### src/rtl/hmuc_pkg.sv
// shared types and constants for the heating mode ui controller
`default_nettype none

package hmuc_pkg;

  localparam logic [11:0] MINUTES_PER_DAY = 12'd1440;

  localparam int CFG_DATA_W  = 8;
  localparam int CFG_INDEX_W = 2;

  localparam logic [CFG_INDEX_W-1:0] REG_ECO_BIAS          = 2'd0;
  localparam logic [CFG_INDEX_W-1:0] REG_BAKE_DURATION     = 2'd1;
  localparam logic [CFG_INDEX_W-1:0] REG_OCCUPANCY_TIMEOUT = 2'd2;
  localparam logic [CFG_INDEX_W-1:0] REG_CLI_TIMEOUT       = 2'd3;

  localparam logic       ECO_BIAS_RST          = 1'b1;
  localparam logic [7:0] BAKE_DURATION_RST     = 8'd30;
  localparam logic [7:0] OCCUPANCY_TIMEOUT_RST = 8'd30;
  localparam logic [6:0] CLI_TIMEOUT_RST       = 7'd60;

  localparam logic [7:0]  ECO_LENGTH     = 8'd60;
  localparam logic [7:0]  COMFORT_LENGTH = 8'd120;

  localparam logic       REQ_TICK  = 1'b0;
  localparam logic       REQ_SCHED = 1'b1;

  localparam logic [1:0] MODE_FROST = 2'd0;
  localparam logic [1:0] MODE_WARM  = 2'd1;
  localparam logic [1:0] MODE_BAKE  = 2'd2;

  localparam logic [1:0] ACT_NONE  = 2'd0;
  localparam logic [1:0] ACT_SET   = 2'd1;
  localparam logic [1:0] ACT_CLEAR = 2'd2;

  typedef struct packed {
    logic        eco_bias;
    logic [7:0]  bake_duration;
    logic [7:0]  occupancy_timeout;
    logic [6:0]  cli_timeout;
  } cfg_t;

  typedef struct packed {
    logic        req_type;
    logic [5:0]  second;
    logic        mode_pressed;
    logic        learn_pressed;
    logic        room_dark;
    logic [6:0]  valve_percent;
    logic [10:0] minute_of_day;
    logic [10:0] sched_on_minute;
    logic [10:0] sched_off_minute;
  } item_t;

  typedef struct packed {
    logic        status_changed;
    logic [1:0]  flash_count;
    logic [1:0]  heat_mode;
    logic        occupied;
    logic        recently_occupied;
    logic        cli_active;
    logic [1:0]  schedule_action;
    logic [10:0] schedule_start;
    logic [7:0]  schedule_length;
    logic        learn_led_on;
  } result_t;

endpackage

`default_nettype wire

### src/rtl/heating_mode_ui_controller_core.sv
// top level: input register, mode update logic and result register
`default_nettype none

// Mode controller for a radiator valve. Each beat on the slave side is either a two-second
// ui tick or a schedule check (tuser) and gives exactly one result beat on the master side.
// The block takes one beat every clock cycle unless the master side stalls; each beat passes
// first through the input register and then through the result register, with the whole
// state update done in a single pass between them. Either register holds its beat while
// the next side stalls. Configuration writes take effect on the next clock edge and should
// only be made while no beat is in flight.
module heating_mode_ui_controller_core (
  input  wire logic                              clk,
  input  wire logic                              rst,
  input  wire logic                              cfg_we,
  input  wire logic [hmuc_pkg::CFG_INDEX_W-1:0]  cfg_index,
  input  wire logic [hmuc_pkg::CFG_DATA_W-1:0]   cfg_data,
  input  wire logic                              s_axis_tvalid,
  output      logic                              s_axis_tready,
  // second, mode_pressed, learn_pressed, room_dark, valve_percent, minute_of_day,
  // sched_on_minute, sched_off_minute, zero fill
  input  wire logic [55:0]                       s_axis_tdata,
  // req_type
  input  wire logic                              s_axis_tuser,
  output      logic                              m_axis_tvalid,
  input  wire logic                              m_axis_tready,
  // status_changed, flash_count, heat_mode, occupied, recently_occupied, cli_active,
  // schedule_action, schedule_start, schedule_length, learn_led_on, zero fill
  output      logic [31:0]                       m_axis_tdata
);

  hmuc_pkg::cfg_t    cfg;
  hmuc_pkg::item_t   item_q;
  hmuc_pkg::result_t result, res_q;
  logic              in_valid, out_valid, advance;

  hmuc_cfg u_cfg (
    .clk       (clk),
    .rst       (rst),
    .cfg_we    (cfg_we),
    .cfg_index (cfg_index),
    .cfg_data  (cfg_data),
    .cfg       (cfg)
  );

  hmuc_core u_core (
    .clk    (clk),
    .rst    (rst),
    .fire   (advance),
    .item   (item_q),
    .cfg    (cfg),
    .result (result)
  );

  assign advance       = in_valid && (!out_valid || m_axis_tready);
  assign s_axis_tready = !in_valid || advance;

  always_ff @(posedge clk) begin
    if (rst) begin
      in_valid <= 1'b0;
    end else if (s_axis_tready) begin
      in_valid <= s_axis_tvalid;
    end
  end

  always_ff @(posedge clk) begin
    if (s_axis_tvalid && s_axis_tready) begin
      item_q.req_type         <= s_axis_tuser;
      item_q.second           <= s_axis_tdata[5:0];
      item_q.mode_pressed     <= s_axis_tdata[6];
      item_q.learn_pressed    <= s_axis_tdata[7];
      item_q.room_dark        <= s_axis_tdata[8];
      item_q.valve_percent    <= s_axis_tdata[15:9];
      item_q.minute_of_day    <= s_axis_tdata[26:16];
      item_q.sched_on_minute  <= s_axis_tdata[37:27];
      item_q.sched_off_minute <= s_axis_tdata[48:38];
    end
  end

  always_ff @(posedge clk) begin
    if (rst) begin
      out_valid <= 1'b0;
    end else if (advance) begin
      out_valid <= 1'b1;
    end else if (m_axis_tready) begin
      out_valid <= 1'b0;
    end
  end

  always_ff @(posedge clk) begin
    if (advance) begin
      res_q <= result;
    end
  end

  assign m_axis_tvalid = out_valid;
  assign m_axis_tdata  = {2'b00,
                          res_q.learn_led_on,
                          res_q.schedule_length,
                          res_q.schedule_start,
                          res_q.schedule_action,
                          res_q.cli_active,
                          res_q.recently_occupied,
                          res_q.occupied,
                          res_q.heat_mode,
                          res_q.flash_count,
                          res_q.status_changed};

`ifndef SYNTHESIS
  a_reset_clears_output: assert property (@(posedge clk)
    $past(rst) |-> !m_axis_tvalid)
    else $error("result valid after reset");

  a_input_held_on_stall: assert property (@(posedge clk) disable iff (rst)
    (in_valid && out_valid && !m_axis_tready) |=> in_valid)
    else $error("input beat lost while result stalled");

  a_action_implies_learn: assert property (@(posedge clk) disable iff (rst)
    (out_valid && res_q.schedule_action != hmuc_pkg::ACT_NONE)
      |-> (res_q.learn_led_on && res_q.status_changed))
    else $error("schedule action without learn press");

  a_set_has_length: assert property (@(posedge clk) disable iff (rst)
    (out_valid && res_q.schedule_action == hmuc_pkg::ACT_SET)
      |-> (res_q.schedule_length == hmuc_pkg::ECO_LENGTH
           || res_q.schedule_length == hmuc_pkg::COMFORT_LENGTH))
    else $error("learned schedule length invalid");

  a_result_follows_advance: assert property (@(posedge clk) disable iff (rst)
    advance |=> out_valid)
    else $error("advanced beat did not reach result register");
`endif

endmodule

`default_nettype wire

### src/rtl/hmuc_cfg.sv
// configuration register file
`default_nettype none

module hmuc_cfg (
  input  wire logic                              clk,
  input  wire logic                              rst,
  input  wire logic                              cfg_we,
  input  wire logic [hmuc_pkg::CFG_INDEX_W-1:0]  cfg_index,
  input  wire logic [hmuc_pkg::CFG_DATA_W-1:0]   cfg_data,
  output hmuc_pkg::cfg_t                         cfg
);

  always_ff @(posedge clk) begin
    if (rst) begin
      cfg.eco_bias          <= hmuc_pkg::ECO_BIAS_RST;
      cfg.bake_duration     <= hmuc_pkg::BAKE_DURATION_RST;
      cfg.occupancy_timeout <= hmuc_pkg::OCCUPANCY_TIMEOUT_RST;
      cfg.cli_timeout       <= hmuc_pkg::CLI_TIMEOUT_RST;
    end else if (cfg_we) begin
      case (cfg_index)
        hmuc_pkg::REG_ECO_BIAS:          cfg.eco_bias          <= cfg_data[0];
        hmuc_pkg::REG_BAKE_DURATION:     cfg.bake_duration     <= cfg_data[7:0];
        hmuc_pkg::REG_OCCUPANCY_TIMEOUT: cfg.occupancy_timeout <= cfg_data[7:0];
        hmuc_pkg::REG_CLI_TIMEOUT:       cfg.cli_timeout       <= cfg_data[6:0];
        default: ;
      endcase
    end
  end

endmodule

`default_nettype wire

### src/rtl/hmuc_core.sv
// mode state registers and single-pass update logic
`default_nettype none

module hmuc_core (
  input  wire logic            clk,
  input  wire logic            rst,
  input  wire logic            fire,
  input  wire hmuc_pkg::item_t item,
  input  wire hmuc_pkg::cfg_t  cfg,
  output hmuc_pkg::result_t    result
);

  logic       warm_flag, warm_flag_next;
  logic [7:0] bake_left, bake_left_next;
  logic [7:0] occupancy_left, occupancy_left_next;
  logic [6:0] cli_left, cli_left_next;

  always_ff @(posedge clk) begin
    if (rst) begin
      warm_flag      <= 1'b0;
      bake_left      <= 8'd0;
      occupancy_left <= 8'd0;
      cli_left       <= hmuc_pkg::CLI_TIMEOUT_RST;
    end else if (fire) begin
      warm_flag      <= warm_flag_next;
      bake_left      <= bake_left_next;
      occupancy_left <= occupancy_left_next;
      cli_left       <= cli_left_next;
    end
  end

  logic [11:0] msm_ext, on_ext, off_ext, wind, start_wide;
  logic [7:0]  length;

  always_comb begin
    msm_ext = {1'b0, item.minute_of_day};
    on_ext  = {1'b0, item.sched_on_minute};
    off_ext = {1'b0, item.sched_off_minute};
    length  = cfg.eco_bias ? hmuc_pkg::ECO_LENGTH : hmuc_pkg::COMFORT_LENGTH;
    wind    = {6'd0, length[7:2]};
    if (msm_ext >= wind) begin
      start_wide = msm_ext - wind;
    end else begin
      start_wide = msm_ext + hmuc_pkg::MINUTES_PER_DAY - wind;
    end
  end

  always_comb begin
    warm_flag_next      = warm_flag;
    bake_left_next      = bake_left;
    occupancy_left_next = occupancy_left;
    cli_left_next       = cli_left;
    result              = '0;

    if (item.req_type == hmuc_pkg::REQ_SCHED) begin
      if (off_ext < hmuc_pkg::MINUTES_PER_DAY && msm_ext == off_ext) begin
        warm_flag_next = 1'b0;
      end else if (on_ext < hmuc_pkg::MINUTES_PER_DAY && msm_ext == on_ext) begin
        warm_flag_next = 1'b1;
      end
    end else begin
      // minute boundary
      if (item.second == 6'd0) begin
        if (bake_left_next != 8'd0) bake_left_next = bake_left_next - 8'd1;
        if (occupancy_left_next != 8'd0) occupancy_left_next = occupancy_left_next - 8'd1;
      end
      cli_left_next = (cli_left > 7'd2) ? cli_left - 7'd2 : 7'd0;

      if (item.mode_pressed) begin
        result.status_changed = 1'b1;
        cli_left_next = cfg.cli_timeout;
        if (!warm_flag) begin
          warm_flag_next      = 1'b1;
          occupancy_left_next = cfg.occupancy_timeout;
          bake_left_next      = 8'd0;
          result.flash_count  = 2'd2;
        end else if (bake_left_next == 8'd0) begin
          bake_left_next      = cfg.bake_duration;
          occupancy_left_next = cfg.occupancy_timeout;
          result.flash_count  = 2'd3;
        end else begin
          warm_flag_next     = 1'b0;
          result.flash_count = 2'd1;
        end
      end else if (warm_flag) begin
        if (!item.room_dark) begin
          if (item.valve_percent == 7'd0) begin
            result.flash_count = 2'd1;
          end else if (bake_left_next != 8'd0) begin
            result.flash_count = 2'd3;
          end else begin
            result.flash_count = 2'd2;
          end
        end
      end else if (item.second[2:1] == 2'b00 && !item.room_dark
                   && item.valve_percent != 7'd0) begin
        result.flash_count = 2'd2;
      end

      if (item.learn_pressed) begin
        result.status_changed = 1'b1;
        result.learn_led_on   = 1'b1;
        occupancy_left_next   = cfg.occupancy_timeout;
        if (warm_flag_next) begin
          result.schedule_action = hmuc_pkg::ACT_SET;
          result.schedule_start  = start_wide[10:0];
          result.schedule_length = length;
        end else begin
          result.schedule_action = hmuc_pkg::ACT_CLEAR;
        end
      end
    end

    if (!warm_flag_next) begin
      result.heat_mode = hmuc_pkg::MODE_FROST;
    end else if (bake_left_next != 8'd0) begin
      result.heat_mode = hmuc_pkg::MODE_BAKE;
    end else begin
      result.heat_mode = hmuc_pkg::MODE_WARM;
    end
    result.occupied          = occupancy_left_next != 8'd0;
    result.recently_occupied = occupancy_left_next > {1'b0, cfg.occupancy_timeout[7:1]};
    result.cli_active        = cli_left_next != 7'd0;
  end

endmodule

`default_nettype wire

### config.mk
export PLATFORM = sky130hd
export DESIGN_NAME = heating_mode_ui_controller_core
export DESIGN_NICKNAME = d
export VERILOG_FILES = /design/src/rtl/hmuc_pkg.sv /design/src/rtl/heating_mode_ui_controller_core.sv /design/src/rtl/hmuc_cfg.sv /design/src/rtl/hmuc_core.sv
export SDC_FILE = /design/constraint.sdc
export NUM_CORES = 1
export LEC_CHECK = 0
export ABC_CLOCK_PERIOD_IN_PS = 7250
export BUFFER_PORTS_ARGS = -buffer_cell sky130_fd_sc_hd__buf_2
export CAP_MARGIN = 20
export CORE_MARGIN = 2
export CORE_UTILIZATION = 30
export DETAILED_ROUTE_END_ITERATION = 10
export GPL_TIMING_DRIVEN = 0
export SETUP_SLACK_MARGIN = 0.15
export SLEW_MARGIN = 20
export SYNTH_ARGS = -nofsm -noshare
export SYNTH_HDL_FRONTEND = slang
export SYNTH_SLANG_ARGS = --single-unit
### constraint.sdc
create_clock -name clk -period 7.25 [get_ports clk]
set_input_delay 1.45 -clock clk [delete_from_list [all_inputs] [get_ports clk]]
set_output_delay 1.45 -clock clk [all_outputs]
set_load 0.02 [all_outputs]
==> impl_metrics.py <==
metrics = {
    "sta": {
        "final-hold-violation-count": 0,
        "min_period_ps": 4420,
        "hold-worst-slack_ps": 461,
        "timing.setup.tns_ps": 0,
        "setup_repair_after_global_routing_missed_its_margin": "no",
        "tightestPinTransition_ps": 986,
        "finalSetupViolCount": 0,
        "final_period_utilization": 0.609,
        "maxClockFrequency_ghz": 0.226,
        "timing.slew.headroom": 0.337,
        "worst_clock_skew_ps": 7.31,
        "timing.final.max_slew_violations": 0,
    },
    "route": {
        "routed-via-count": 5246,
        "wirelength_um": 16600,
        "post_detailed_route_count_of_antenna_violating_nets": 0,
        "vias_per_cell": 4.98,
        "dr.first_iter.drc_count": 398,
        "wl_per_cell_um": 15.7,
        "drc_errors": 0,
        "firstDrtPassIters": 6,
    },
    "global_routing": {
        "maximum_number_of_pins_on_one_net_before_global_route_repair": 51,
        "via_count_of_the_first_global_routing_pass": 4878,
        "first_pass_grt_wire_length_um": 26200,
        "grt_antenna_before_repair": 3,
        "grtUsageTotal": 0.151,
        "total_congestion_overflow": 0,
    },
    "layout": {
        "final_nets": 858,
        "areaGrowthSynthToFinish_pct": 22.7,
        "drive_above_1_share": 0.196,
        "multi_input_comb_area_sq_um": 2890,
        "fill_cells": 2062,
        "area.sequential_sq_um": 3250,
        "finish.utilization": 0.376,
        "finalNonFillerCells": 1053,
    },
    "synthesis": {
        "synth_edf_count": 75,
        "yosys_most_used_dff": "sky130_fd_sc_hd__edfxtp_1",
        "yosysWarnings": 0,
        "synth-seq-area-share": 0.506,
        "syn_inst": 647,
        "synthDistinctLibCells": 68,
        "postSynthAreaPerCell_sq_um": 9.94,
        "synthArstFlopShare": 0,
        "synth_area_sq_um": 6430,
        "ys_seq_elements": 125,
    },
    "critical_path": {
        "timing.critical_path.fanout_max": 10,
        "worst-endpoint-required_ps": 7400,
        "timing.setup.critical_path_class": "flip-flop to flip-flop",
        "reg2reg_depth": 20,
        "critical_path_arrival_ps": 4560,
        "timing.critical_path.from_type": "flip-flop",
        "setup.worst_path.end_class": "flip-flop",
        "r2r_setup_slack_ps": 2830,
    },
    "worst_hold_path": {
        "number_of_cells_on_the_worst_hold_path": 2,
        "min-delay-path-class": "flip-flop to flip-flop",
    },
    "floorplan": {
        "die_width_um": 150,
        "dieArea_sq_um": 22600,
        "ios": 106,
        "start_util": 0.306,
        "floorplan.core_area_sq_um": 21000,
        "floorplan.die.height_um": 150,
        "num_rows": 53,
    },
    "power_and_ir_drop": {
        "vdd_ir_drop_max_mv": 0.160,
        "post_layout_power_w": 0.00196,
        "power_per_cell_area_nw_per_um2": 248,
        "p_leak_nw": 3.15,
    },
    "cts": {
        "cts.clk_slew.worst_paths_ps": 60,
        "cts_post_setup_buffers_inserted": 0,
        "cts.root.buffer_cell": "sky130_fd_sc_hd__clkbuf_16",
        "clock_tree_from_tritoncts": "built",
        "holdBufCountCts": 0,
        "clock_tree.htree_level_count": 4,
        "cts.repair.resized": 0,
        "tritoncts_num_sinks": 125,
        "clock_latency_ps": 420,
        "clockBufferDepth": 2,
        "cts_buffers": 17,
    },
    "place": {
        "gp_routability_congestion": 0.903,
        "placed_insts": 1019,
        "place.port_buffers": 92,
        "detailedPlacementHpwl_um": 12300,
    },
    "run_status": {
        "outcome": "completed",
    },
    "job": {
        "max_cap_violations": 0,
    },
}
power by group:
part	switching, W	internal [W]	total (W)
registers	0.0000304	0.000796	0.000827
clock network	0.000351	0.000528	0.000878
logic	0.000153	0.0000993	0.000252
cells by family after synthesis:
group                      synth area share
AOI/OAI and AO/OA                     0.154
xor gates and xnor gates             0.0409
adders and majority gates            0.0447
buffers and inverters                0.0482
DFF                                   0.506
muxes                                0.0243
other                              0.000583
and+or+nand+nor                       0.181
registers in the layout (all words and copies together), names as in the netlist:
signal	flops
m_axis_tdata	25
m_axis_tvalid	1
u_core.occupancy_left	8
u_core.bake_left	8
u_cfg.cfg	24
item_q	50
u_core.cli_left	7
in_valid	1
u_core.warm_flag	1
cell usage in the layout (no fill, tap or decap), types with 3 or more instances in the layout:
cell type                   Yosys  layout
sky130_fd_sc_hd__nor4_1         6       6
sky130_fd_sc_hd__nand2_1       60      60
sky130_fd_sc_hd__and3_1         3       3
sky130_fd_sc_hd__xor2_1        15      15
sky130_fd_sc_hd__inv_6          0       7
sky130_fd_sc_hd__nand4_1       11      11
sky130_fd_sc_hd__a32oi_1        5       5
sky130_fd_sc_hd__o31a_1         3       3
sky130_fd_sc_hd__o21a_1         3       3
sky130_fd_sc_hd__conb_1         1       5
sky130_fd_sc_hd__clkbuf_1      22      21
sky130_fd_sc_hd__a211oi_1      28      28
sky130_fd_sc_hd__mux2i_1       13      13
sky130_fd_sc_hd__nand2b_1       6       6
sky130_fd_sc_hd__o21ai_0       27      27
sky130_fd_sc_hd__buf_1          3       3
sky130_fd_sc_hd__inv_1         34      34
sky130_fd_sc_hd__xnor2_1       15      15
sky130_fd_sc_hd__a31oi_1        9       9
sky130_fd_sc_hd__nor3b_1        3       3
sky130_fd_sc_hd__ha_1          23      23
sky130_fd_sc_hd__a221oi_1       6       6
sky130_fd_sc_hd__nand3b_1       4       4
sky130_fd_sc_hd__buf_2          2      94
sky130_fd_sc_hd__o21bai_1       3       3
sky130_fd_sc_hd__clkbuf_16      0      17
sky130_fd_sc_hd__o211ai_1      11      11
sky130_fd_sc_hd__nor2b_1       11      11
sky130_fd_sc_hd__a21oi_1       26      26
sky130_fd_sc_hd__and2_1         5       4
sky130_fd_sc_hd__nand3_1       17      17
sky130_fd_sc_hd__or4_1          6       6
sky130_fd_sc_hd__buf_4          8       8
sky130_fd_sc_hd__dfxtp_1       50      50
sky130_fd_sc_hd__edfxtp_1      75      75
sky130_fd_sc_hd__nor2_1        73      73
sky130_fd_sc_hd__nor3_1        19      19
cells in the mapped netlist, types with 2 or more instances:
master	number	share of area
sky130_fd_sc_hd__edfxtp_1	75	0.35
sky130_fd_sc_hd__nor2_1	73	0.043
sky130_fd_sc_hd__nand2_1	60	0.035
sky130_fd_sc_hd__dfxtp_1	50	0.16
sky130_fd_sc_hd__inv_1	34	0.020
sky130_fd_sc_hd__a211oi_1	28	0.033
sky130_fd_sc_hd__o21ai_0	27	0.021
sky130_fd_sc_hd__a21oi_1	26	0.020
sky130_fd_sc_hd__ha_1	23	0.045
sky130_fd_sc_hd__clkbuf_1	22	0.013
sky130_fd_sc_hd__nor3_1	19	0.015
sky130_fd_sc_hd__nand3_1	17	0.013
sky130_fd_sc_hd__xnor2_1	15	0.020
sky130_fd_sc_hd__xor2_1	15	0.020
sky130_fd_sc_hd__mux2i_1	13	0.020
sky130_fd_sc_hd__nand4_1	11	0.011
sky130_fd_sc_hd__nor2b_1	11	0.011
sky130_fd_sc_hd__o211ai_1	11	0.013
sky130_fd_sc_hd__a31oi_1	9	0.0088
sky130_fd_sc_hd__buf_4	8	0.0093
sky130_fd_sc_hd__a221oi_1	6	0.0082
sky130_fd_sc_hd__nand2b_1	6	0.0058
sky130_fd_sc_hd__nor4_1	6	0.0058
sky130_fd_sc_hd__or4_1	6	0.0070
sky130_fd_sc_hd__a32oi_1	5	0.0068
sky130_fd_sc_hd__and2_1	5	0.0049
sky130_fd_sc_hd__nand3b_1	4	0.0047
sky130_fd_sc_hd__and3_1	3	0.0029
sky130_fd_sc_hd__buf_1	3	0.0018
sky130_fd_sc_hd__nor3b_1	3	0.0035
sky130_fd_sc_hd__o21a_1	3	0.0035
sky130_fd_sc_hd__o21bai_1	3	0.0035
sky130_fd_sc_hd__o31a_1	3	0.0041
sky130_fd_sc_hd__a211o_1	2	0.0027
sky130_fd_sc_hd__a21o_1	2	0.0023
sky130_fd_sc_hd__a22oi_1	2	0.0023
sky130_fd_sc_hd__and3b_1	2	0.0027
sky130_fd_sc_hd__buf_2	2	0.0016
sky130_fd_sc_hd__clkinv_1	2	0.0012
sky130_fd_sc_hd__nand4b_1	2	0.0027
sky130_fd_sc_hd__nor4_4	2	0.0066
sky130_fd_sc_hd__or2_2	2	0.0019
per-stage QoR:
step | cell area [sq um] | setup slack [ps]
finish | 7890 | 2830
global route | 7890 | 2470
CTS | 7890 | 2930
detailed placement | 7280 | 2930
global placement | 7250 | 2960
floorplan | 6450 | 3580
layer usage:
layer,share of wire,track usage,up-vias
li1,-,-,2595
met1,0.46,0.203,2456
met2,0.47,0.237,171
met3,0.054,0.0352,22
met4,0.016,0.0557,2
met5,0.00066,0,-
cell type report:
cell class,instances,share of cell area
Sequential cell,125,0.412
Multi-Input combinational cell,454,0.366
Timing Repair Buffer,93,0.0618
Clock buffer,18,0.0556
Tap cell,275,0.0436
Buffer,36,0.0223
Clock inverter,14,0.0212
Inverter,36,0.0171
Antenna cell,2,0.000634
worst paths after layout:
kind	startpoint	to
worst max-delay path	u_core.bake_left[0]$_SDFFE_PP0P_	m_axis_tdata[6]$_DFFE_PP_
worst min-delay path	u_cfg.cfg[6]$_SDFFE_PP0P_	u_cfg.cfg[6]$_SDFFE_PP0P_
worst max register to register	u_core.bake_left[0]$_SDFFE_PP0P_	m_axis_tdata[6]$_DFFE_PP_
worst min register to register	u_cfg.cfg[6]$_SDFFE_PP0P_	u_cfg.cfg[6]$_SDFFE_PP0P_
worst max-delay path, stage by stage, from the launching register on:
cell and delay, ps:
sky130_fd_sc_hd__dfxtp_1 300, sky130_fd_sc_hd__clkbuf_1 200, sky130_fd_sc_hd__inv_1 130, sky130_fd_sc_hd__ha_1 280
sky130_fd_sc_hd__clkbuf_1 380, sky130_fd_sc_hd__nand3_1 290, sky130_fd_sc_hd__a21boi_0 370, sky130_fd_sc_hd__o211ai_2 130
sky130_fd_sc_hd__o21a_2 300, sky130_fd_sc_hd__a21oi_1 280, sky130_fd_sc_hd__o22a_1 230, sky130_fd_sc_hd__ha_1 260
sky130_fd_sc_hd__nor2b_1 130, sky130_fd_sc_hd__o21ai_0 140, sky130_fd_sc_hd__nand2b_1 80, sky130_fd_sc_hd__a21oi_1 150
sky130_fd_sc_hd__nor2b_1 50, sky130_fd_sc_hd__o21ai_0 150, sky130_fd_sc_hd__nand2b_1 70, sky130_fd_sc_hd__a21oi_1 130
sky130_fd_sc_hd__o21ai_0 90
No activity file was read; power rests on OpenSTA's default activity.
